`src/design/quick_advection_explicit_step_1d_defines.svh`:
```
// Assertion macros shared by the QUICK advection step block.
// No dependencies; included by the top level, which holds the assertions.
`ifndef QUICK_ADVECTION_EXPLICIT_STEP_1D_DEFINES_SVH
`define QUICK_ADVECTION_EXPLICIT_STEP_1D_DEFINES_SVH

// Same-cycle implication, disabled while reset is asserted.
`define QAE_ASSERT_IMP(name, clk, rst_n, ante, cons) \
    name: assert property (@(posedge clk) disable iff (!rst_n) (ante) |-> (cons)) \
        else $error("qae: same-cycle check failed");

// Next-cycle implication, disabled while reset is asserted.
`define QAE_ASSERT_NXT(name, clk, rst_n, ante, cons) \
    name: assert property (@(posedge clk) disable iff (!rst_n) (ante) |=> (cons)) \
        else $error("qae: next-cycle check failed");

`endif

```
`src/design/qae_pkg.sv`:
```
// Shared types and constants of the QUICK advection step block.
// No dependencies; the front, queue, back and top level import it.
package qae_pkg;

    // Fixed-point format of the Courant factor and of the products.
    localparam int FRAC_BITS     = 16;
    localparam int COURANT_WIDTH = 16;

    // Configuration register indexes.
    localparam int CFG_INDEX_WIDTH = 1;
    localparam logic [CFG_INDEX_WIDTH-1:0] REG_COURANT = 1'd0;
    localparam logic [CFG_INDEX_WIDTH-1:0] REG_INLET   = 1'd1;

    // Position of a cell within its row, saturating at the interior code.
    typedef logic [1:0] cell_pos_t;
    localparam cell_pos_t POS_FIRST  = 2'd0;
    localparam cell_pos_t POS_SECOND = 2'd1;
    localparam cell_pos_t POS_THIRD  = 2'd2;
    localparam cell_pos_t POS_INNER  = 2'd3;

    // Classification that the front attaches to every accepted cell.
    typedef struct packed {
        cell_pos_t position;
        logic      last;
    } cell_tag_t;

    // Queue between the front and the back.
    localparam int QUEUE_DEPTH = 2;
    localparam int QPTR_WIDTH  = $clog2(QUEUE_DEPTH);
    localparam int QCNT_WIDTH  = $clog2(QUEUE_DEPTH + 1);

endpackage

```
`src/design/qae_queue.sv`:
```
// Short queue that decouples the front from the back of the advection step.
// Depends on qae_pkg.
module qae_queue import qae_pkg::*; #(
    parameter int SAMPLE_WIDTH = 32
) (
    input  logic                    clk,
    input  logic                    rst_n,
    input  logic                    push,
    input  logic [SAMPLE_WIDTH-1:0] push_sample,
    input  cell_tag_t               push_tag,
    output logic                    full,
    input  logic                    pop,
    output logic                    head_valid,
    output logic [SAMPLE_WIDTH-1:0] head_sample,
    output cell_tag_t               head_tag
);

    logic [SAMPLE_WIDTH-1:0] sample_mem [QUEUE_DEPTH];
    cell_tag_t               tag_mem    [QUEUE_DEPTH];
    logic [QPTR_WIDTH-1:0]   wr_ptr_reg;
    logic [QPTR_WIDTH-1:0]   rd_ptr_reg;
    logic [QCNT_WIDTH-1:0]   count_reg;
    logic [QCNT_WIDTH-1:0]   count_next;

    assign full        = (count_reg == QCNT_WIDTH'(QUEUE_DEPTH));
    assign head_valid  = (count_reg != '0);
    assign head_sample = sample_mem[rd_ptr_reg];
    assign head_tag    = tag_mem[rd_ptr_reg];

    always_comb
    begin
        count_next = count_reg;
        if (push && !pop)
        begin
            count_next = count_reg + QCNT_WIDTH'(1);
        end
        else if (pop && !push)
        begin
            count_next = count_reg - QCNT_WIDTH'(1);
        end
    end

    always_ff @(posedge clk or negedge rst_n)
    begin
        if (!rst_n)
        begin
            wr_ptr_reg <= '0;
            rd_ptr_reg <= '0;
            count_reg  <= '0;
        end
        else
        begin
            count_reg <= count_next;
            if (push)
            begin
                wr_ptr_reg <= (wr_ptr_reg == QPTR_WIDTH'(QUEUE_DEPTH - 1)) ?
                              '0 : wr_ptr_reg + QPTR_WIDTH'(1);
            end
            if (pop)
            begin
                rd_ptr_reg <= (rd_ptr_reg == QPTR_WIDTH'(QUEUE_DEPTH - 1)) ?
                              '0 : rd_ptr_reg + QPTR_WIDTH'(1);
            end
        end
    end

    always_ff @(posedge clk)
    begin
        if (push)
        begin
            sample_mem[wr_ptr_reg] <= push_sample;
            tag_mem[wr_ptr_reg]    <= push_tag;
        end
    end

endmodule

```
`config.mk`:
```
export PLATFORM = sky130hd
export DESIGN_NAME = qae_queue
export DESIGN_NICKNAME = d
export VERILOG_FILES = /design/src/design/quick_advection_explicit_step_1d_defines.svh /design/src/design/qae_pkg.sv /design/src/design/qae_queue.sv
export SDC_FILE = /design/constraint.sdc
export NUM_CORES = 1
export LEC_CHECK = 0
export BUFFER_PORTS_ARGS = -buffer_cell sky130_fd_sc_hd__buf_4
export CAP_MARGIN = 15
export CORE_ASPECT_RATIO = 0.75
export CORE_MARGIN = 2
export CORE_UTILIZATION = 52
export CTS_CLUSTER_SIZE = 30
export DETAILED_ROUTE_END_ITERATION = 7
export HOLD_SLACK_MARGIN = 0.08
export PLACE_DENSITY = 0.84
export SLEW_MARGIN = 40
export SYNTH_ARGS = -nofsm -noshare
export SYNTH_HDL_FRONTEND = slang
export SYNTH_SLANG_ARGS = --single-unit
```
`constraint.sdc`:
```
create_clock -name clk -period 2.95 [get_ports clk]
set_input_delay 0.295 -clock clk [delete_from_list [all_inputs] [get_ports clk]]
set_output_delay 0.295 -clock clk [all_outputs]
set_load 0.05 [all_outputs]
```
==> flow_summary.rst, run 1 <==
.. list-table::
   :header-rows: 1

   * - Metric
     - Value
   * - Result of the run
     - finished clean
   * - Row cnt
     - 23
   * - Xor-xnor portion of the synthesized cell area
     - 1.53%
   * - Post-detailed-placement cell area
     - 3480 sq um
   * - Number of synthesis warnings
     - 0
   * - Number of global-route vias before repair
     - 1319
   * - Post-Syn Nets
     - 165
   * - Leading area contributor after synthesis
     - edfxtp_1
   * - Antenna Diode Count
     - 0
   * - Final setup violating endpoints
     - 0
   * - Post-synthesis average cell area
     - 22.9 sq um
   * - Biggest area contributors in the synthesized netlist
     - edfxtp_1 (73%), mux2_4 (15%), dfrtp_1 (3.5%), mux2_2 (2.4%), buf_12 (2.1%)
   * - Remaining number of nets flagged by the antenna check after routing
     - 0
   * - Total congestion overflow after global routing
     - 0
   * - Area enclosed by the die boundary
     - 6130 sq um
   * - Switching share of power
     - 38.4%
   * - Worst min-delay path class
     - input pin to flop
   * - Effective utilization at floorplan
     - 53.8%
   * - Flip-flop count of the largest register after layout
     - 64
   * - Post-cts sizing count
     - 0
   * - Clock latency of the later-clocked register in the worst-skew pair
     - 340 ps
   * - Power density over the cells
     - 1120 nW/um^2
   * - Remaining max-slew budget at the tightest pin
     - 50.4%
   * - NumNets Final
     - 250
   * - Number of antenna violations at the first check in global routing
     - 0
   * - Clock Root Buffer
     - clkbuf_8
   * - Post-synthesis instance total
     - 125
   * - TritonCTS clock tree
     - done
   * - Wire length per cell
     - 15.3 microns
   * - CTS buffer count
     - 9
   * - Iter 0 DRT Violations
     - 66
   * - Final Hold Fails
     - 0
   * - Dominant combinational cell family by area after synthesis
     - multiplexers
   * - Largest voltage drop on the vdd net
     - 0.670 mV
   * - Arrival time reported for the critical path endpoint
     - 2060 ps
   * - Required arrival time at the worst endpoint
     - 2650 ps
   * - Clock Skews
     - 8.32 ps
   * - FFs w/ async S/R, synth
     - 5.41%
   * - Portion of the post-synthesis area used by sequential elements
     - 76.9%
   * - Total number of H-tree levels
     - 3
   * - Setup TNS
     - 0 ps
   * - Max cap viols
     - 0
   * - Height of the die
     - 68.3 microns
   * - Layout Utilization
     - 69.4%
   * - Final period demand of the worst path
     - 2350 ps
   * - Weighted congestion reported at the end of routability-driven placement
     - 0.679
   * - Category of the critical setup timing path
     - flop to primary output
   * - Count of final max-slew check failures
     - 0
   * - Share of the synthesized area in the top cell type
     - 73.4%
   * - Number of port buffers
     - 75
   * - Number of different library cells in the post-synthesis netlist
     - 14
   * - Chip Width
     - 89.7 microns
   * - Post-synth EDFFs
     - 70
   * - First-pass GRT wire length
     - 6660 microns
   * - Clock tree buffer depth
     - 2
   * - Flops & latches, synth
     - 74
   * - Net Switching
     - 0.00159 W
   * - Clock Sink Count
     - 74
   * - Power share of the clock group
     - 19.9%
   * - Core Footprint
     - 5320 sq um
   * - Simple-gate share of the synthesized area
     - 1.00%
   * - Worst slew pin tran
     - 743 ps
   * - Largest fanout of any net on the critical path
     - 26
   * - Layout cells sized above 1
     - 60.5%
   * - F_max
     - 425 MHz
   * - Detail-routed via count per cell
     - 4.69
   * - DP Wirelength
     - 2990 microns
   * - Proportion of power drawn by combinational gates
     - 42.6%
   * - List of most frequent post-synthesis cells
     - edfxtp_1 (70), mux2_4 (29), mux2_2 (6)
   * - Area grow syn2layout
     - 29.0%
   * - Final cell area excluding filler cells
     - 3700 sq um
   * - Largest net degree at the start of global routing
     - 36
   * - DR vias
     - 1360
   * - Share of the synthesized area in compound gates (AO/OA/AOI/OAI)
     - 0%
   * - Remaining DRCs
     - 0
   * - I/O pin count
     - 76
   * - Clock transition at the register clock pins on the worst setup and hold paths after CTS
     - 70 ps
   * - Cell Area, Synth
     - 2870 sq um
   * - Fraction of the mapped netlist area in adder cells
     - 0.437%
   * - Final WL
     - 4430 microns
   * - Part of the total power dissipated in sequential elements
     - 37.6%
   * - Tcrit/Tclk final
     - 79.7%
   * - Internal portion of total power
     - 0.00255 W
   * - Overall Global Routing Usage
     - 14.8%
   * - Main flop type after synthesis
     - edfxtp_1
   * - Library cell with the highest instance count after synthesis
     - edfxtp_1
   * - Mux contribution to synthesized area
     - 17.6%
   * - Leakage power figure
     - 1.50 nW
   * - Unrepaired setup endpoints after global routing
     - no
   * - Element type at the critical path start
     - flop
   * - Number of search-and-repair iterations in the first detailed-routing pass
     - 4
   * - Type of element capturing the critical path
     - primary output
## layout by cell type, fill, tap and decap left out
master,instances
mux2_2,6
xor2_1,4
clkbuf_1,2
nor2b_1,1
dlygate4sd3_1,1
mux2_4,29
clkinv_2,2
buf_4,77
dfrtp_2,1
xnor2_1,1
dfrtp_1,3
clkinv_4,1
clkbuf_8,9
bufinv_16,2
ha_1,1
nor2_1,1
nor2b_4,1
inv_1,1
edfxtp_1,70
and2_4,1
or2_2,1
## layout make-up
| cell class | instances | area, sq um |
|---|---|---|
| clock inverters | 5 | 78.8 |
| multi-input cells | 46 | 598 |
| inverters | 1 | 3.75 |
| well taps | 75 | 93.8 |
| repair buffers | 78 | 588 |
| fillers | 370 | 1630 |
| clock buffers | 11 | 131 |
| flip-flops and latches | 74 | 2200 |
## worst max-delay path, cell delays in order, from the launching register on
cell and delay (ps):
dfrtp_2 860, buf_4 360, mux2_4 320, buf_4 190
## cells by family after synthesis
family | after synthesis
xor gates and xnor gates | 5
adders and majority gates | 1
buffers and inverters | 5
DFF | 74
muxes | 35
and+or+nand+nor | 5
## timing repair
item,4_1_cts,5_1_grt
endpoints found under the hold margin,4,0
hold buffers,1,0
setup buffers,0,0
## per-stage QoR
stage / power, W / setup WS, ps / cells / hold WS (ps)
global placement: 0.00333 / 926 / 273 / 95.1
CTS: 0.00417 / 557 / 290 / 119
finish: 0.00413 / 598 / 290 / 138
global route: 0.00429 / 479 / 290 / 117
detailed placement: 0.00335 / 924 / 273 / 95.7
floorplan: 0.00297 / 545 / 125 / -0.591
## final timing paths
path | startpoint | slack, ps | end | cells past startpoint
min in group asynchronous | rst_n | 280 | count_reg[0]$_DFFE_PN0P_ | 2
min | push_sample[8] | 140 | sample_mem[1][8]$_DFFE_PP_ | 1
max reg2reg | wr_ptr_reg$_DFFE_PN0P_ | 1380 | sample_mem[0][19]$_DFFE_PP_ | 2
min reg2reg | count_reg[1]$_DFFE_PN0P_ | 500 | count_reg[1]$_DFFE_PN0P_ | 1
max in group asynchronous | rst_n | 2550 | rd_ptr_reg$_DFFE_PN0P_ | 2
max | rd_ptr_reg$_DFFE_PN0P_ | 600 | head_sample[29] | 3
## layer usage
metal  track usage, %  share of wire (%)  vias to the layer above
met2             22.3                 45                       59
met1             19.2                 45                      643
met5                0                  0                        -
li1                 -                  -                      652
met4             4.62               0.90                        0
met3             7.49                8.5                        6
## power groups by stage
stage	Clock (W)	Combinational, W	Sequential [W]
floorplan	0	0.00150	0.00147
global placement	0	0.00176	0.00157
detailed placement	0	0.00177	0.00158
CTS	0.000835	0.00178	0.00156
global route	0.000880	0.00183	0.00158
finish	0.000821	0.00176	0.00155
Note: power is estimated with default switching activity, not from simulation.
==> inputs of run 2 (changes only) <==
CORE_UTILIZATION = 47   (was 52)
PLACE_DENSITY = 0.8   (was 0.84)
clock period = 1.9 ns   (was 2.95 ns; I/O delays follow)
==> run 2 against run 1 <==
Compared with the run above: non-clock buffer count increased by 43; register-to-register slack got worse by 680 ps; utilization rose by 0.53 points; die area increased by 10%; cell count increased by 16%; total power is 56% higher; setup slack worse by 400 ps; wire length increased by 18%; global-route usage increased by 2.0 points; clock power is 36% higher; combinational power is 72% higher; flip-flop and latch count is the same; critical path type unchanged.
==> flow_summary.rst, run 2 (same netlist as run 1, synthesis figures left out) <==
.. list-table::
   :header-rows: 1

   * - Metric
     - Value
   * - DR vias
     - 1534
   * - Number of search-and-repair iterations in the first detailed-routing pass
     - 4
   * - Count of final max-slew check failures
     - 0
   * - Startpoint of the worst-slack reg-to-reg timing path
     - wr_ptr_reg$_DFFE_PN0P_
   * - Finished Layout Cells
     - 336
   * - Power density over the cells
     - 1570 nW/um^2
   * - Final setup margin
     - 198 ps
   * - Largest voltage drop on the vdd net
     - 1.03 mV
   * - Total congestion overflow after global routing
     - 0
   * - Most common cell after layout, fill and taps aside
     - buf_4
   * - Remaining number of nets flagged by the antenna check after routing
     - 0
   * - Leakage power figure
     - 1.67 nW
   * - Number of global-route vias before repair
     - 1701
   * - Clock Root Buffer
     - clkbuf_8
   * - Final cell area excluding filler cells
     - 4100 sq um
   * - Row cnt
     - 24
   * - Required arrival time at the worst endpoint
     - 1710 ps
   * - Commonest non-fill, non-tap cells in the layout
     - buf_4 (82), edfxtp_1 (70), dlygate4sd3_1 (38), mux2_4 (29), clkbuf_8 (9)
   * - TritonCTS clock tree
     - done
   * - Type of element capturing the critical path
     - primary output
   * - Largest net degree at the start of global routing
     - 22
   * - Remaining max-slew budget at the tightest pin
     - 80.9%
   * - Logic depth of the worst register-to-register path
     - 2
   * - NumNets Final
     - 293
   * - Area grow syn2layout
     - 43.0%
   * - Launching element of the worst setup path
     - rd_ptr_reg$_DFFE_PN0P_
   * - Core Footprint
     - 5860 sq um
   * - Setup TNS
     - 0 ps
   * - Final period demand of the worst path
     - 1700 ps
   * - CTS buffer count
     - 9
   * - Number of antenna violations at the first check in global routing
     - 0
   * - Number of placed instances, taps included
     - 280
   * - First-pass GRT wire length
     - 8110 microns
   * - Weighted congestion reported at the end of routability-driven placement
     - 0.664
   * - Tcrit/Tclk final
     - 89.6%
   * - Height of the die
     - 71.6 microns
   * - Largest fanout of any net on the critical path
     - 8
   * - Post-cts sizing count
     - 0
   * - Element type at the critical path start
     - flop
   * - Final WL
     - 5240 microns
   * - Category of the critical setup timing path
     - flop to primary output
   * - Worst min-delay path class
     - input pin to asynchronous set/reset pin
   * - Wire length per cell
     - 15.6 microns
   * - Post-detailed-placement cell area
     - 3520 sq um
   * - Clock Sink Count
     - 74
   * - Area enclosed by the die boundary
     - 6740 sq um
   * - Slack of the worst reg-to-reg path
     - 700 ps
   * - Worst setup path endpoint
     - head_sample[11]
   * - Detail-routed via count per cell
     - 4.57
   * - Layout cells sized above 1
     - 52.3%
   * - Number of port buffers
     - 75
   * - Remaining DRCs
     - 0
   * - Max cap viols
     - 0
   * - Overall Global Routing Usage
     - 16.9%
   * - F_max
     - 588 MHz
   * - Final setup violating endpoints
     - 0
   * - Clock latency of the later-clocked register in the worst-skew pair
     - 340 ps
   * - Worst slew pin tran
     - 287 ps
   * - Total number of H-tree levels
     - 3
   * - Place WS
     - 415 ps
   * - Unrepaired setup endpoints after global routing
     - no
   * - I/O pin count
     - 76
   * - Clock tree buffer depth
     - 2
   * - Effective utilization at floorplan
     - 48.9%
   * - Capture instance of the worst register-to-register path
     - sample_mem[1][29]$_DFFE_PP_
   * - Iter 0 DRT Violations
     - 67
   * - Flip-flop count of the largest register after layout
     - 64
   * - Final Hold Fails
     - 0
   * - Arrival time reported for the critical path endpoint
     - 1510 ps
   * - Clock Skews
     - 7.53 ps
   * - Chip Width
     - 94.2 microns
   * - Antenna Diode Count
     - 0
   * - Clock transition at the register clock pins on the worst setup and hold paths after CTS
     - 70 ps
   * - Result of the run
     - finished clean
==> run 2: critical path: stages, from the launching register on <==
cell and delay (ps):
dfrtp_2 410, buf_4 200, mux2_2 360, buf_4 190
==> run 2: cell type report <==
cell class | count | area, sq um
inverters | 1 | 3.75
clock buffers | 12 | 135
repair buffers | 121 | 1020
flip-flops and latches | 74 | 2200
multi-input cells | 46 | 597
clock inverters | 4 | 45.0
well taps | 78 | 97.6
fillers | 385 | 1760
==> run 2: metrics by stage <==
step / total power (W) / hold WS (ps) / utilization (%)
after floorplan: 0.00461 / -106 / -
after global placement: 0.00524 / -10.9 / 60.1
after detailed placement: 0.00528 / -8.18 / 60.1
after CTS: 0.00648 / 155 / 69.7
after global routing: 0.00673 / 195 / 70.0
final: 0.00645 / 214 / 70.0
==> run 2: per-layer routing <==
metal  GRT usage (%)  routed length [microns]
met5               0                        0
met4            4.35                       44
met3            9.04                      457
met2            28.1                     2580
met1            19.3                     2160
==> run 2: how the worst min path moves through the flow <==
stage | end | slack (ps) | cells after the start
final | count_reg[1]$_DFFE_PN0P_ | 210 | 2
after floorplan | count_reg[0]$_DFFE_PN0P_ | -110 | 0
after global routing | count_reg[1]$_DFFE_PN0P_ | 190 | 2
after detailed placement | count_reg[1]$_DFFE_PN0P_ | -8 | 1
after global placement | count_reg[1]$_DFFE_PN0P_ | -10 | 1
after CTS | count_reg[1]$_DFFE_PN0P_ | 150 | 2
==> run 2: what timing repair did <==
action / 4_1_cts / 5_1_grt
hold buffers: 38 / 0
endpoints found under the hold margin: 76 / 0
endpoints found under the setup margin: 0 / 2
buffers inserted: 0 / 2
==> run 2: power breakdown <==
| group | switching, W | total [W] | internal, W |
|---|---|---|---|
| clock | 0.000518 | 0.00112 | 0.000601 |
| combinational | 0.00186 | 0.00303 | 0.00117 |
| sequential | 0.000128 | 0.00230 | 0.00217 |
| total | 0.00250 | 0.00645 | 0.00395 |
