[src/design/quick_advection_explicit_step_1d_defines.svh]
// Assertion macros shared by the QUICK advection step block.
// No dependencies; included by the top level, which holds the assertions.
`ifndef QUICK_ADVECTION_EXPLICIT_STEP_1D_DEFINES_SVH
`define QUICK_ADVECTION_EXPLICIT_STEP_1D_DEFINES_SVH

// Same-cycle implication, disabled while reset is asserted.
`define QAE_ASSERT_IMP(name, clk, rst_n, ante, cons) \
    name: assert property (@(posedge clk) disable iff (!rst_n) (ante) |-> (cons)) \
        else $error("qae: same-cycle check failed");

// Next-cycle implication, disabled while reset is asserted.
`define QAE_ASSERT_NXT(name, clk, rst_n, ante, cons) \
    name: assert property (@(posedge clk) disable iff (!rst_n) (ante) |=> (cons)) \
        else $error("qae: next-cycle check failed");

`endif

[src/design/qae_pkg.sv]
// Shared types and constants of the QUICK advection step block.
// No dependencies; the front, queue, back and top level import it.
package qae_pkg;

    // Fixed-point format of the Courant factor and of the products.
    localparam int FRAC_BITS     = 16;
    localparam int COURANT_WIDTH = 16;

    // Configuration register indexes.
    localparam int CFG_INDEX_WIDTH = 1;
    localparam logic [CFG_INDEX_WIDTH-1:0] REG_COURANT = 1'd0;
    localparam logic [CFG_INDEX_WIDTH-1:0] REG_INLET   = 1'd1;

    // Position of a cell within its row, saturating at the interior code.
    typedef logic [1:0] cell_pos_t;
    localparam cell_pos_t POS_FIRST  = 2'd0;
    localparam cell_pos_t POS_SECOND = 2'd1;
    localparam cell_pos_t POS_THIRD  = 2'd2;
    localparam cell_pos_t POS_INNER  = 2'd3;

    // Classification that the front attaches to every accepted cell.
    typedef struct packed {
        cell_pos_t position;
        logic      last;
    } cell_tag_t;

    // Queue between the front and the back.
    localparam int QUEUE_DEPTH = 2;
    localparam int QPTR_WIDTH  = $clog2(QUEUE_DEPTH);
    localparam int QCNT_WIDTH  = $clog2(QUEUE_DEPTH + 1);

endpackage

[src/design/qae_if.sv]
// Stream channels of the QUICK advection step block: cells in, updates out.
// Valid/ready handshake; no package dependency.
interface qae_sample_if #(parameter int SAMPLE_WIDTH = 32);
    logic                           valid;
    logic                           ready;
    logic signed [SAMPLE_WIDTH-1:0] sample_value;
    logic                           row_end;

    modport source (output valid, output sample_value, output row_end, input ready);
    modport sink   (input valid, input sample_value, input row_end, output ready);
endinterface


[src/design/qae_front.sv]
// Front of the QUICK advection step: accepts cells and tags each with its row position.
// Depends on qae_pkg and qae_sample_if.
module qae_front import qae_pkg::*; #(
    parameter int SAMPLE_WIDTH = 32
) (
    input  logic                    clk,
    input  logic                    rst_n,
    qae_sample_if.sink              cells,
    input  logic                    q_full,
    output logic                    push,
    output logic [SAMPLE_WIDTH-1:0] push_sample,
    output cell_tag_t               push_tag
);

    cell_pos_t pos_reg;
    cell_pos_t pos_next;

    assign cells.ready = !q_full;
    assign push        = cells.valid && !q_full;
    assign push_sample = cells.sample_value;

    always_comb
    begin
        push_tag.position = pos_reg;
        push_tag.last     = cells.row_end;
    end

    // The position restarts after the last cell of a row and otherwise
    // counts up until it reaches the interior code.
    always_comb
    begin
        pos_next = pos_reg;
        if (push)
        begin
            if (cells.row_end)
            begin
                pos_next = POS_FIRST;
            end
            else if (pos_reg != POS_INNER)
            begin
                pos_next = pos_reg + cell_pos_t'(1);
            end
        end
    end

    always_ff @(posedge clk or negedge rst_n)
    begin
        if (!rst_n)
        begin
            pos_reg <= POS_FIRST;
        end
        else
        begin
            pos_reg <= pos_next;
        end
    end

endmodule

[src/flat_wrapper.sv]
// flat-port wrapper written by rule: the top's interface ports become plain ports
module qae_front_flat import qae_pkg::*;
#(
    parameter int SAMPLE_WIDTH = 32
)
  (clk, rst_n, q_full, push, push_sample, push_tag, cells_valid, cells_sample_value, cells_row_end, cells_ready);
  qae_sample_if #(.SAMPLE_WIDTH(SAMPLE_WIDTH)) cells_i ();
  input  logic clk;
  input  logic rst_n;
  input  logic q_full;
  output logic push;
  output logic [SAMPLE_WIDTH-1:0] push_sample;
  output cell_tag_t push_tag;
  input wire logic [$bits(cells_i.valid)-1:0] cells_valid;
  input wire logic [$bits(cells_i.sample_value)-1:0] cells_sample_value;
  input wire logic [$bits(cells_i.row_end)-1:0] cells_row_end;
  output wire logic [$bits(cells_i.ready)-1:0] cells_ready;
  assign cells_i.valid = cells_valid;
  assign cells_i.sample_value = cells_sample_value;
  assign cells_i.row_end = cells_row_end;
  assign cells_ready = cells_i.ready;
  qae_front #(.SAMPLE_WIDTH(SAMPLE_WIDTH)) u_core (.clk(clk), .rst_n(rst_n), .cells(cells_i), .q_full(q_full), .push(push), .push_sample(push_sample), .push_tag(push_tag));
endmodule
[config.mk]
export PLATFORM = sky130hd
export DESIGN_NAME = qae_front_flat
export DESIGN_NICKNAME = d
export VERILOG_FILES = /design/src/design/quick_advection_explicit_step_1d_defines.svh /design/src/design/qae_pkg.sv /design/src/design/qae_if.sv /design/src/design/qae_front.sv /design/src/flat_wrapper.sv
export SDC_FILE = /design/constraint.sdc
export NUM_CORES = 1
export LEC_CHECK = 0
export BUFFER_PORTS_ARGS = -buffer_cell sky130_fd_sc_hd__buf_2
export CORE_MARGIN = 2
export CORE_UTILIZATION = 24
export CTS_CLUSTER_SIZE = 14
export DETAILED_ROUTE_END_ITERATION = 6
export GPL_TIMING_DRIVEN = 0
export PLACE_DENSITY_LB_ADDON = 0.12
export SLEW_MARGIN = 20
export SYNTH_ARGS = -nofsm -noshare
export SYNTH_HDL_FRONTEND = slang
export SYNTH_SLANG_ARGS = --single-unit
export TNS_END_PERCENT = 30
[constraint.sdc]
create_clock -name clk -period 1.3 [get_ports clk]
set_input_delay 0.065 -clock clk [delete_from_list [all_inputs] [get_ports clk]]
set_output_delay 0.065 -clock clk [all_outputs]
set_load 0.03 [all_outputs]
==> results of run 1 <==
[what timing repair did]
action,in CTS,in global routing
gates resized for setup,0,0
hold endpoints to repair,2,0
hold buffers,1,0
[per-layer routing]
metal	routed length, µm	track usage, %	vias to the layer above
met5	0	0	-
met4	25	7.27	0
li1	-	-	198
met3	120	2.55	3
met2	423	14.0	34
met1	231	9.49	150
[placed cells by master, fill, tap and decap left out, drive strengths merged]
master        n
o21ai         4
inv           3
ha            1
nor2b         1
dlygate4sd3   1
buf          74
dfrtp         2
nand2b        1
clkbuf        3
or3           1
[logic make-up (layout without fill, tap and decap cells)]
logic type	after synthesis	in the layout	share of synthesized area (%)
adder cells (fa/ha/maj)	1	1	3.40
AO/OA/AOI/OAI	4	4	5.44
AND/OR/NAND/NOR	3	3	7.14
flip-flops	2	2	13.6
buffers and inverters	36	81	70.4
[Yosys cell counts]
master    number
nor2b_1        1
or3_1          1
inv_1          3
nand2b_4       1
o21ai_0        2
o21ai_1        2
dfrtp_1        2
ha_1           1
buf_4         33
[worst min path at each step]
stage | start | end | slack, ns | cells after the start
6_report | rst_n | u_core.pos_reg[0]$_DFFE_PN0P_ | 0.14 | 2
2_1_floorplan | rst_n | u_core.pos_reg[0]$_DFFE_PN0P_ | -0.23 | 0
4_1_cts | rst_n | u_core.pos_reg[0]$_DFFE_PN0P_ | 0.14 | 2
3_5_place_dp | rst_n | u_core.pos_reg[1]$_DFFE_PN0P_ | -0.15 | 1
3_3_place_gp | rst_n | u_core.pos_reg[0]$_DFFE_PN0P_ | -0.15 | 1
5_1_grt | rst_n | u_core.pos_reg[0]$_DFFE_PN0P_ | 0.16 | 2
[through the flow]
step | cell area (µm²) | setup WS, ns
6_report | 626 | 0.102
3_3_place_gp | 593 | 0.124
4_1_cts | 626 | 0.0965
5_1_grt | 626 | 0.0202
3_5_place_dp | 593 | 0.106
2_1_floorplan | 368 | 0.0237
[final cells by class]
class                           count  area, µm²  area share, %
Tap cell                           16       20.0           3.20
Clock buffer                        3       22.5           3.60
Sequential cell                     2       50.0           8.00
Inverter                            3       11.3           1.80
Timing Repair Buffer               42        215           34.4
Buffer                             33        248           39.6
Multi-Input combinational cell      8       58.8           9.40
[where the power goes]
part           internal, mW  leakage [nW]  total (mW)  switching [mW]
sequential           0.0760        0.0261      0.0875          0.0115
clock                 0.102        0.0138       0.143          0.0407
combinational         0.130         0.370       0.326           0.196
==> flow_results.org, run 1 <==
** Critical path
- The critical path contains buffers and inverters numbering 0 combined.
- The critical path goes through ha_1 > or3_1 > o21ai_1.
- Critical register-to-register path endpoint :: u_core.pos_reg[0]$_DFFE_PN0P_
- STA classifies the critical path endpoint as a flip-flop.
- Slowest CP cell :: dfrtp_1
- Launch instance of the worst register-to-register path :: u_core.pos_reg[0]$_DFFE_PN0P_
- The most critical setup path has its startpoint at u_core.pos_reg[0]$_DFFE_PN0P_.
- Worst reg-to-reg path cell count :: 3
- Counting buffers and inverters, the worst setup path is 3 cells deep.
- Reg-to-reg slack, setup :: 0.10 ns
- The worst setup path is launched from a flip-flop.
- Largest driver fanout on the critical path :: 4
- Critical Path RT :: 1.45 ns
- Grouping stages by cell kind, the critical path spends the most delay in flip-flops.
- Critical Path End :: u_core.pos_reg[0]$_DFFE_PN0P_
- STA puts the critical path data arrival time at about 1.4 ns.
- Worst Path Class, Setup :: reg2reg
- The largest single stage delay on the critical path is around 0.39 ns.

** Timing
- Worst Hold Margin :: between 0.1 and 0.15 ns
- Unrepaired setup endpoints after global routing :: false
- For the final routed database, the setup TNS stands at 0 ns.
- Static timing analysis puts the maximum clock frequency at between 800 and 900 MHz.
- The clock arrives with just under 0.005 ns of skew.
- Max_slew headroom :: between 80% and 90%
- For the finished layout, the period the worst path requires is approximately 1.2 ns.
- The final count of hold timing violations is 0.
- The count of pins over their slew limit came to 0.
- Number of setup violations in the final report :: 0
- Slew at the pin with the worst max-slew slack :: around 0.16 ns
- Final period utilization :: 92.1%

** Logic synthesis
- Post-synthesis sequential element count :: 2
- Combined area of all synthesized cells :: ~370 µm²
- Unique masters post-synth :: 9
- Net count after synthesis :: 84
- After synthesis, the largest area contributor takes up between 60% and 70% of total cell area.
- Cell type with the highest aggregate area in the netlist :: buf_4
- Sequential area share after synthesis :: between 10% and 20%
- Count of yosys warnings during synthesis :: 0
- Cells taking the most area after synthesis :: buf_4 (67%), dfrtp_1 (14%), nand2b_4 (3.7%)
- Synthesized instance count :: 46
- Per-instance average area after synthesis :: about 8 µm²

** Clock network
- In this run the post-CTS setup repair buffer count came out at 0.
- Later-pin clock latency in the skew report :: around 0.23 ns
- TritonCTS built the clock tree.
- In this run the number of H-tree levels came out at 1.
- Cell at the root of the clock tree :: clkbuf_4
- Clock-pin slew was measured on the worst setup and hold paths at ~0.03 ns.
- Number of buffers created by CTS :: 3
- Sink Count :: 2
- Bufs on Longest Clock Path :: 2

** Global route
- The via count of the first global-routing pass is between 300 and 400.
- Global routing finished with a remaining overflow of 0.
- The initial antenna violation count was 0.
- Entering global routing, the biggest net connects 5 pins.
- In the global route stage, overall resource usage came out at under 10%.
- Global-route wire length before repair :: approximately 1.2 mm

** Layout
- The post-route netlist has 85.7% of its cells at a drive strength greater than 1.
- At the end of the flow, the number of nets in the layout was 131.
- Number of flip-flops in the largest register :: 2
- Utilization after layout :: 42.5%
- The area growth from synthesis to layout is 70.1%.
- 0 antenna diodes ended up in the layout.
- Once layout is complete, the cells apart from fillers number roughly 110.
- Fill cell instance count of the final layout :: between 150 and 200

** Floorplanning
- The core region is ~0.0015 mm².
- In this run the core area contains 14 standard-cell rows.
- Pin placement for this block handled 74 I/O pins.
- Die X :: approximately 43 µm
- Once the floorplan was initialized, standard cells occupied between 20% and 30% of the core.
- Area of the die :: 0.00186 mm²
- Measured along the y axis, the die boundary spans between 40 and 50 µm.

** Routing
- After the first detailed-routing iteration, the DRC count stood at 2.
- Remaining antenna violation count after routing :: 0
- Drt drc :: 0
- First-pass DRT Iterations :: 4
- The routed design has between 800 and 900 µm of wire.
- Vias :: around 390
- Average vias per placed instance :: between 3 and 4
- Dividing the detail-routed wire length by the instance count gives around 7.5 µm.

** Outcome
- The run finished with clean final reports.

** Pwr
- Leak pwr :: 0.410 nW
- Summing internal, switching and leakage power gives between 0.5 and 0.6 mW.
- For this design the ratio of total power to cell area is 890 mW/mm².
- Worst vdd ir :: around 0.00030 V

** Flow run
- Number of maximum-capacitance constraint violations :: 0

** Placement
- At the end of routability-driven placement, the weighted congestion stood at about 0.57.
- Detail Placement HPWL :: 706 µm
- Port buffering added between 40 and 50 buffers.
- Cell count after placement :: about 100

** Min path
- Worst hold-check path type :: in2async
Power figures use the tool's default switching activity.
==> inputs of run 2 (changes only) <==
- CORE_MARGIN: 2 -> 5
==> run 2 against run 1 <==
Net effect:
- non-clock buffer count unchanged
- highest routed layer unchanged
- maximum frequency up 1.3%
- largest power group unchanged
- sequential share of layout area unchanged
- clock skew down 0.0023 ns
- combinational power about the same
- via count up 2.9%
- die area up 30%
- clock power down 5%
- global-route usage down 1.2 points
- first-iteration DRC count up 50%
- sequential cell count unchanged
==> flow_results.org, run 2 (synthesis gave the netlist of run 1 again) <==
** Layout
- Diodes inserted :: 0
- Fill cells in the final layout number approximately 170.
- Registers take ~50 µm².
- Layout overhead on the synthesized area :: 70.1%
- Cells fill 42.5% of the core in the end.
- Final net count :: 131
- Summing all multi-input logic gate instances after layout gives approximately 60 µm².
- The finished cells cover between 600 and 700 µm².
- The library cell used most frequently in the layout, excluding fill and tap cells, is buf_2.
- Number of flip-flops in the largest register :: 2
- Commonest cells after routing, fill and taps aside :: buf_2 (41), buf_4 (33), inv_1 (3), clkbuf_4 (3)
- In the final layout, the share of cells above drive strength 1 is 85.7%.
- Final cell count without fillers :: between 100 and 150

** Routing
- For this run, design rule violations remaining after detail routing come to 0.
- Drt wl/cell :: 9.64 µm
- Drt initial violations :: 3
- First-pass DRT Iterations :: 2
- Vias :: 396
- In the routed layout, each cell is associated on average with a via count of 3.70.
- Total wire length after detailed routing :: ~1.0 mm
- Once detail routing completed, the nets flagged for antenna violations numbered 0.

** Floorplanning
- From left edge to right edge, the die measures approximately 50 µm.
- Pin placement for this block handled between 70 and 80 I/O pins.
- For this configuration, the core starts out at a cell density of around a quarter.
- After floorplanning, the core was divided into 14 placement rows.
- Die Span Y :: just under 50 µm
- The die covers 0.00242 mm².
- Core Region :: 0.00147 mm²

** Clock network
- The later pin in the worst-skew pair is clocked with a latency of 0.22 ns.
- H-tree depth :: 1
- Cell at the root of the clock tree :: clkbuf_4
- Sink Count :: 2
- Postcts setup bufs :: 0
- Clock transition at path regs :: ~0.030 ns
- Clock tree from TritonCTS :: yes
- Number of buffers created by CTS :: 3
- No sink is reached through more buffers than the 2 on the longest clock path.

** Timing
- The count of pins over their slew limit is 0.
- Unrepaired setup endpoints after global routing :: false
- Peak clock frequency supported by timing :: about 850 MHz
- Slew at the pin with the worst max-slew slack :: between 0.15 and 0.2 ns
- Adding up every negative setup slack in the final design gives 0 ns.
- The final count of hold timing violations came to 0.
- Worst Hold Margin :: about 0.15 ns
- Final period utilization :: approximately nine tenths
- Setup clock skew after layout :: around 0.0027 ns
- Number of setup violations in the final report :: 0
- Shortest period the worst path allows :: 1.18 ns
- Max_slew headroom :: about nine tenths
- Setup WS post-layout :: roughly 0.12 ns

** Placement
- Area post-placement :: approximately 600 µm²
- Detailed placement finished with a half-perimeter wire length of roughly 930 µm.
- Place WS :: 0.106 ns
- The number of placed instances, taps included, is approximately 100.
- Routability-driven placement finished with a final weighted congestion of ~0.66.
- The count of buffers added on input and output ports is 41.

** Critical path
- Data arrives at the worst endpoint at 1.33 ns.
- The worst setup path is of the reg2reg kind.
- For this run, the slowest stage of the critical path takes approximately 0.4 ns.
- STA classifies the critical path endpoint as a flip-flop.
- Chain of cells forming the critical path :: ha_1 > or3_1 > o21ai_1
- Largest driver fanout on the critical path :: 4
- The cell family contributing the most delay on the critical path is flip-flops.
- The worst setup path is launched from a flip-flop.
- The number of buffers and inverters on the critical path is 0.
- For the worst setup path, the data required time is ~1.4 ns.
- The slowest stage of the critical path belongs to the cell dfrtp_1.

** Global route
- Global-route wire length before repair :: between 1 and 1.5 mm
- The initial antenna violation count was 0.
- Global routing consumed, over all layers together, around 7.6% of the routing resources.
- Entering global routing, the biggest net connects 5 pins.
- Total grt overflow :: 0
- The via count of the first global-routing pass is roughly 380.

** Flow run
- Max-cap violations in this run came to 0.

** Pwr
- For this design the ratio of total power to cell area is about 900 mW/mm².
- The worst-case IR drop observed on VDD is 0.000324 V.
- The design draws ~0.55 mW.
- In this run the static leakage power is approximately 0.41 nW.

** Min path
- The path class of the tightest hold or removal check is in2async.

** Outcome
- The run finished with clean final reports.
==> run 2: routing by layer <==
metal / GRT usage [%] / wire length [µm] / up-vias
li1: - / - / 198
met1: 5.85 / 265 / 163
met2: 13.3 / 565 / 33
met3: 3.98 / 194 / 2
met4: 6.73 / 6 / 0
met5: 0 / 0 / -
==> run 2: repair_timing <==
| action | CTS | global route |
|---|---|---|
| hold buffers | 1 | 0 |
| resized for setup | 0 | 0 |
| endpoints found under the hold margin | 2 | 0 |
==> run 2: worst reg2reg max path, delay by kind of cell (launching register included) <==
family / cells / cell delay (ns)
AO/OA/AOI/OAI: 1 / 0.13
flip-flops: 1 / 0.40
adder cells (fa/ha/maj): 1 / 0.21
AND/OR/NAND/NOR: 1 / 0.36
==> run 2: final timing paths <==
path,start,endpoint,cells after the start,slack [ns]
min in group clk,cells_row_end,u_core.pos_reg[0]$_DFFE_PN0P_,3,0.16
min reg2reg,u_core.pos_reg[0]$_DFFE_PN0P_,u_core.pos_reg[0]$_DFFE_PN0P_,1,0.51
min,rst_n,u_core.pos_reg[0]$_DFFE_PN0P_,2,0.15
max,u_core.pos_reg[0]$_DFFE_PN0P_,u_core.pos_reg[1]$_DFFE_PN0P_,3,0.12
max in group asynchronous,rst_n,u_core.pos_reg[1]$_DFFE_PN0P_,2,1.05
max reg2reg,u_core.pos_reg[0]$_DFFE_PN0P_,u_core.pos_reg[1]$_DFFE_PN0P_,3,0.12
==> run 2: final cells by class <==
| type | instances | area share [%] |
|---|---|---|
| Sequential cell | 2 | 8.00 |
| Buffer | 33 | 39.6 |
| Tap cell | 16 | 3.20 |
| Multi-Input combinational cell | 8 | 9.40 |
| Timing Repair Buffer | 42 | 34.4 |
| Clock buffer | 3 | 3.60 |
| Inverter | 3 | 1.80 |
==> run 2: power breakdown <==
part           internal, mW  total (mW)  switching, mW  leakage, nW
Combinational         0.130       0.328          0.198        0.370
Sequential           0.0761      0.0871         0.0110       0.0261
Clock                 0.102       0.136         0.0345       0.0138
Total                 0.308       0.551          0.243        0.410
==> inputs of run 3 (changes only) <==
- BUFFER_PORTS_ARGS: -buffer_cell sky130_fd_sc_hd__buf_2 -> -buffer_cell sky130_fd_sc_hd__buf_4
- CTS_CLUSTER_SIZE: 14 -> 28
- SKIP_CTS_REPAIR_TIMING: default -> 1
==> run 3 against run 2 <==
Net effect:
- via count shrank 0.76%
- global-route usage is 0.69 points higher
- worst hold slack better by 0.0048 ns
- highest routed layer unchanged
- critical path type unchanged
- sequential power rose by 1%
- combinational power up 14%
- clock skew down 0.0022 ns
- final area grew 16%
- largest power group unchanged
- largest cell class unchanged
- maximum frequency is 1.1% lower
- core utilization increased by 7.0 points
- sequential share of layout area decreased by 1.1 points
- first-iteration DRC count shrank 67%
- critical endpoint is now u_core.pos_reg[0]$_DFFE_PN0P_
==> flow_results.org, run 3 (synthesis gave the netlist of run 1 again) <==
** Layout
- Share of layout cells above drive strength 1 :: a little under nine tenths
- Combined area of the multi-input logic cells :: ~60 µm²
- Post-route cell area :: about 730 µm²
- Across the whole layout, storage elements account for between 50 and 60 µm².
- The final layout contains about 130 nets.
- Commonest cells after routing, fill and taps aside :: buf_4 (74), inv_1 (3), clkbuf_4 (3)
- The layout has between 150 and 200 filler cells.
- Diodes inserted :: 0
- Layout overhead on the synthesized area :: 98.0%
- Leading cell type in the layout, fill and taps excluded :: buf_4
- Utilization after layout :: 49.5%
- Number of flip-flops in the largest register :: 2

** Min path
- Along the worst hold path, the cell count comes to 3.
- Worst hold-check path type :: in2reg
- The path with the worst hold slack has its endpoint at u_core.pos_reg[1]$_DFFE_PN0P_.
- Launch point of the worst hold path :: cells_row_end

** Clock network
- Buffers inserted during clock tree synthesis total 3.
- Sink Count :: 2
- CTS built an H-tree with a depth of 1.
- Clock transition at path regs :: 0.03 ns
- Clock tree from TritonCTS :: yes
- Bufs on Longest Clock Path :: 2
- The clock reaches the later pin of the worst-skew pair after 0.22 ns.
- Cell at the root of the clock tree :: clkbuf_4

** Pwr
- Combinational Power Share :: about 63%
- Power spread over the standard cell area amounts to approximately 820 mW/mm².
- In this run the static leakage power is around 0.44 nW.
- Of the total power, registers draw about 15%.
- The analysis attributes to net switching a power of roughly 0.24 mW.
- Per report_power, the clock group accounts for 22.2% of the total.
- The internal portion of the total power is between 0.3 and 0.4 mW.
- Net switching is around two fifths of the power.
- Worst vdd ir :: approximately 0.00040 V

** Timing
- The final count of hold timing violations was 0.
- Peak clock frequency supported by timing :: ~840 MHz
- On the final layout, the worst hold slack is around 0.16 ns.
- Setup WS post-layout :: between 0.1 and 0.15 ns
- Number of setup violations in the final report :: 0
- Setup repair after global routing left no endpoint under its margin.
- After layout, the minimum clock period comes to 1.20 ns.
- Setup total negative slack on the finished layout was measured at 0 ns.
- In this run the tightest slew margin relative to its limit is 90.6%.
- The count of pins over their slew limit was 0.
- For the pin with the worst max-slew slack, the measured transition is between 0.1 and 0.15 ns.
- Across the routed clock network, the largest skew measured is just over 0.0005 ns.
- After layout, the worst path uses between 90 and 100% of the clock period.

** Floorplanning
- The initial utilization of the core area, before any placement, comes to 25.0%.
- The floorplan step set the die width to just under 50 µm.
- The floorplan has 14 rows.
- Total I/O pin count :: 74
- Area of the die :: 0.00242 mm²
- Die Span Y :: approximately 50 µm
- Core Region :: roughly 0.0015 mm²

** Critical path
- The worst setup path is launched from a flip-flop.
- Worst reg-to-reg path cell count :: 3
- By startpoint and endpoint, the worst setup path is classified as reg2reg.
- Largest driver fanout on the critical path :: 4
- Capturing element type of the critical path :: flip-flop
- In this run the critical register-to-register path is launched from u_core.pos_reg[0]$_DFFE_PN0P_.
- Data arrival time of the worst path :: approximately 1.3 ns
- Critical Path RT :: about 1.4 ns
- The endpoint identified for the worst register-to-register timing path is u_core.pos_reg[0]$_DFFE_PN0P_.
- Reg-to-reg slack, setup :: 0.10 ns

** Placement
- Routability-driven placement finished with a final weighted congestion of between 0.6 and 0.7.
- Detail Placement HPWL :: roughly 1.0 mm
- Number of port buffers :: slightly above 40
- Place WS :: roughly 0.095 ns
- Area post-placement :: roughly 700 µm²

** Global route
- The via count of the first global-routing pass is approximately 430.
- Total grt overflow :: 0
- Global routing consumed, over all layers together, 8.29% of the routing resources.
- The first global-routing pass estimated approximately 1.6 mm of wire.
- Entering global routing, the biggest net connects 5 pins.
- The initial antenna violation count is 0.

** Routing
- Dividing the detail-routed wire length by the instance count gives 10.3 µm.
- Remaining antenna violation count after routing :: 0
- The final route contains approximately 390 vias.
- In the routed layout, each cell is associated on average with a via count of between 3 and 4.
- First-pass DRT Iterations :: 2
- For this run, design rule violations remaining after detail routing come to 0.
- The final layout contains routed wiring with a total length of between 1 and 1.5 mm.
- Drt initial violations :: 1

** Outcome
- Status :: complete, no violations

** Flow run
- Number of maximum-capacitance constraint violations :: 0
run 3: cell counts in the layout (fill, tap and decap cells not counted):
Identical to the previous run, type by type.
run 3: area by class of cell:
| type | count | share of cell area, % |
|---|---|---|
| tap | 16 | 2.75 |
| multi-input combinational | 8 | 8.08 |
| clock buffer | 3 | 3.09 |
| timing repair buffer | 42 | 43.6 |
| inverter | 3 | 1.55 |
| buffer | 33 | 34.0 |
| sequential | 2 | 6.87 |
run 3: worst max-delay path by stage:
stage / to / startpoint / cells past startpoint
after detailed placement: u_core.pos_reg[0]$_DFFE_PN0P_ / u_core.pos_reg[0]$_DFFE_PN0P_ / 3
final: u_core.pos_reg[0]$_DFFE_PN0P_ / u_core.pos_reg[0]$_DFFE_PN0P_ / 3
after global routing: u_core.pos_reg[0]$_DFFE_PN0P_ / u_core.pos_reg[0]$_DFFE_PN0P_ / 3
after CTS: u_core.pos_reg[0]$_DFFE_PN0P_ / u_core.pos_reg[0]$_DFFE_PN0P_ / 3
after global placement: u_core.pos_reg[0]$_DFFE_PN0P_ / u_core.pos_reg[0]$_DFFE_PN0P_ / 3
after floorplan: u_core.pos_reg[0]$_DFFE_PN0P_ / u_core.pos_reg[0]$_DFFE_PN0P_ / 3
run 3: worst max-delay path, cell delays in order (launching register included):
cell and delay (ns):
dfrtp_1 0.40, ha_1 0.21, or3_1 0.36, o21ai_1 0.14
run 3: power groups by stage:
stage	sequential, mW	combinational [mW]	clock (mW)
finish	0.0883	0.375	0.132
global route	0.0906	0.399	0.143
CTS	0.0880	0.378	0.142
detailed placement	0.0885	0.378	0
global placement	0.0878	0.372	0
floorplan	0.113	0.225	0
run 3: routing by layer:
layer	routed length (µm)	part of all wire, %	vias to the layer above	GRT usage, %
li1	-	-	198	-
met1	331	30	160	8.04
met2	613	56	33	13.9
met3	146	13	2	3.67
met4	6	0.55	0	5.38
met5	0	0	-	0
run 3: stage by stage:
stage / power [mW] / cells
after global routing: 0.633 / 107
after CTS: 0.607 / 106
after detailed placement: 0.466 / 103
after floorplan: 0.338 / 46
after global placement: 0.460 / 103
final: 0.595 / 107
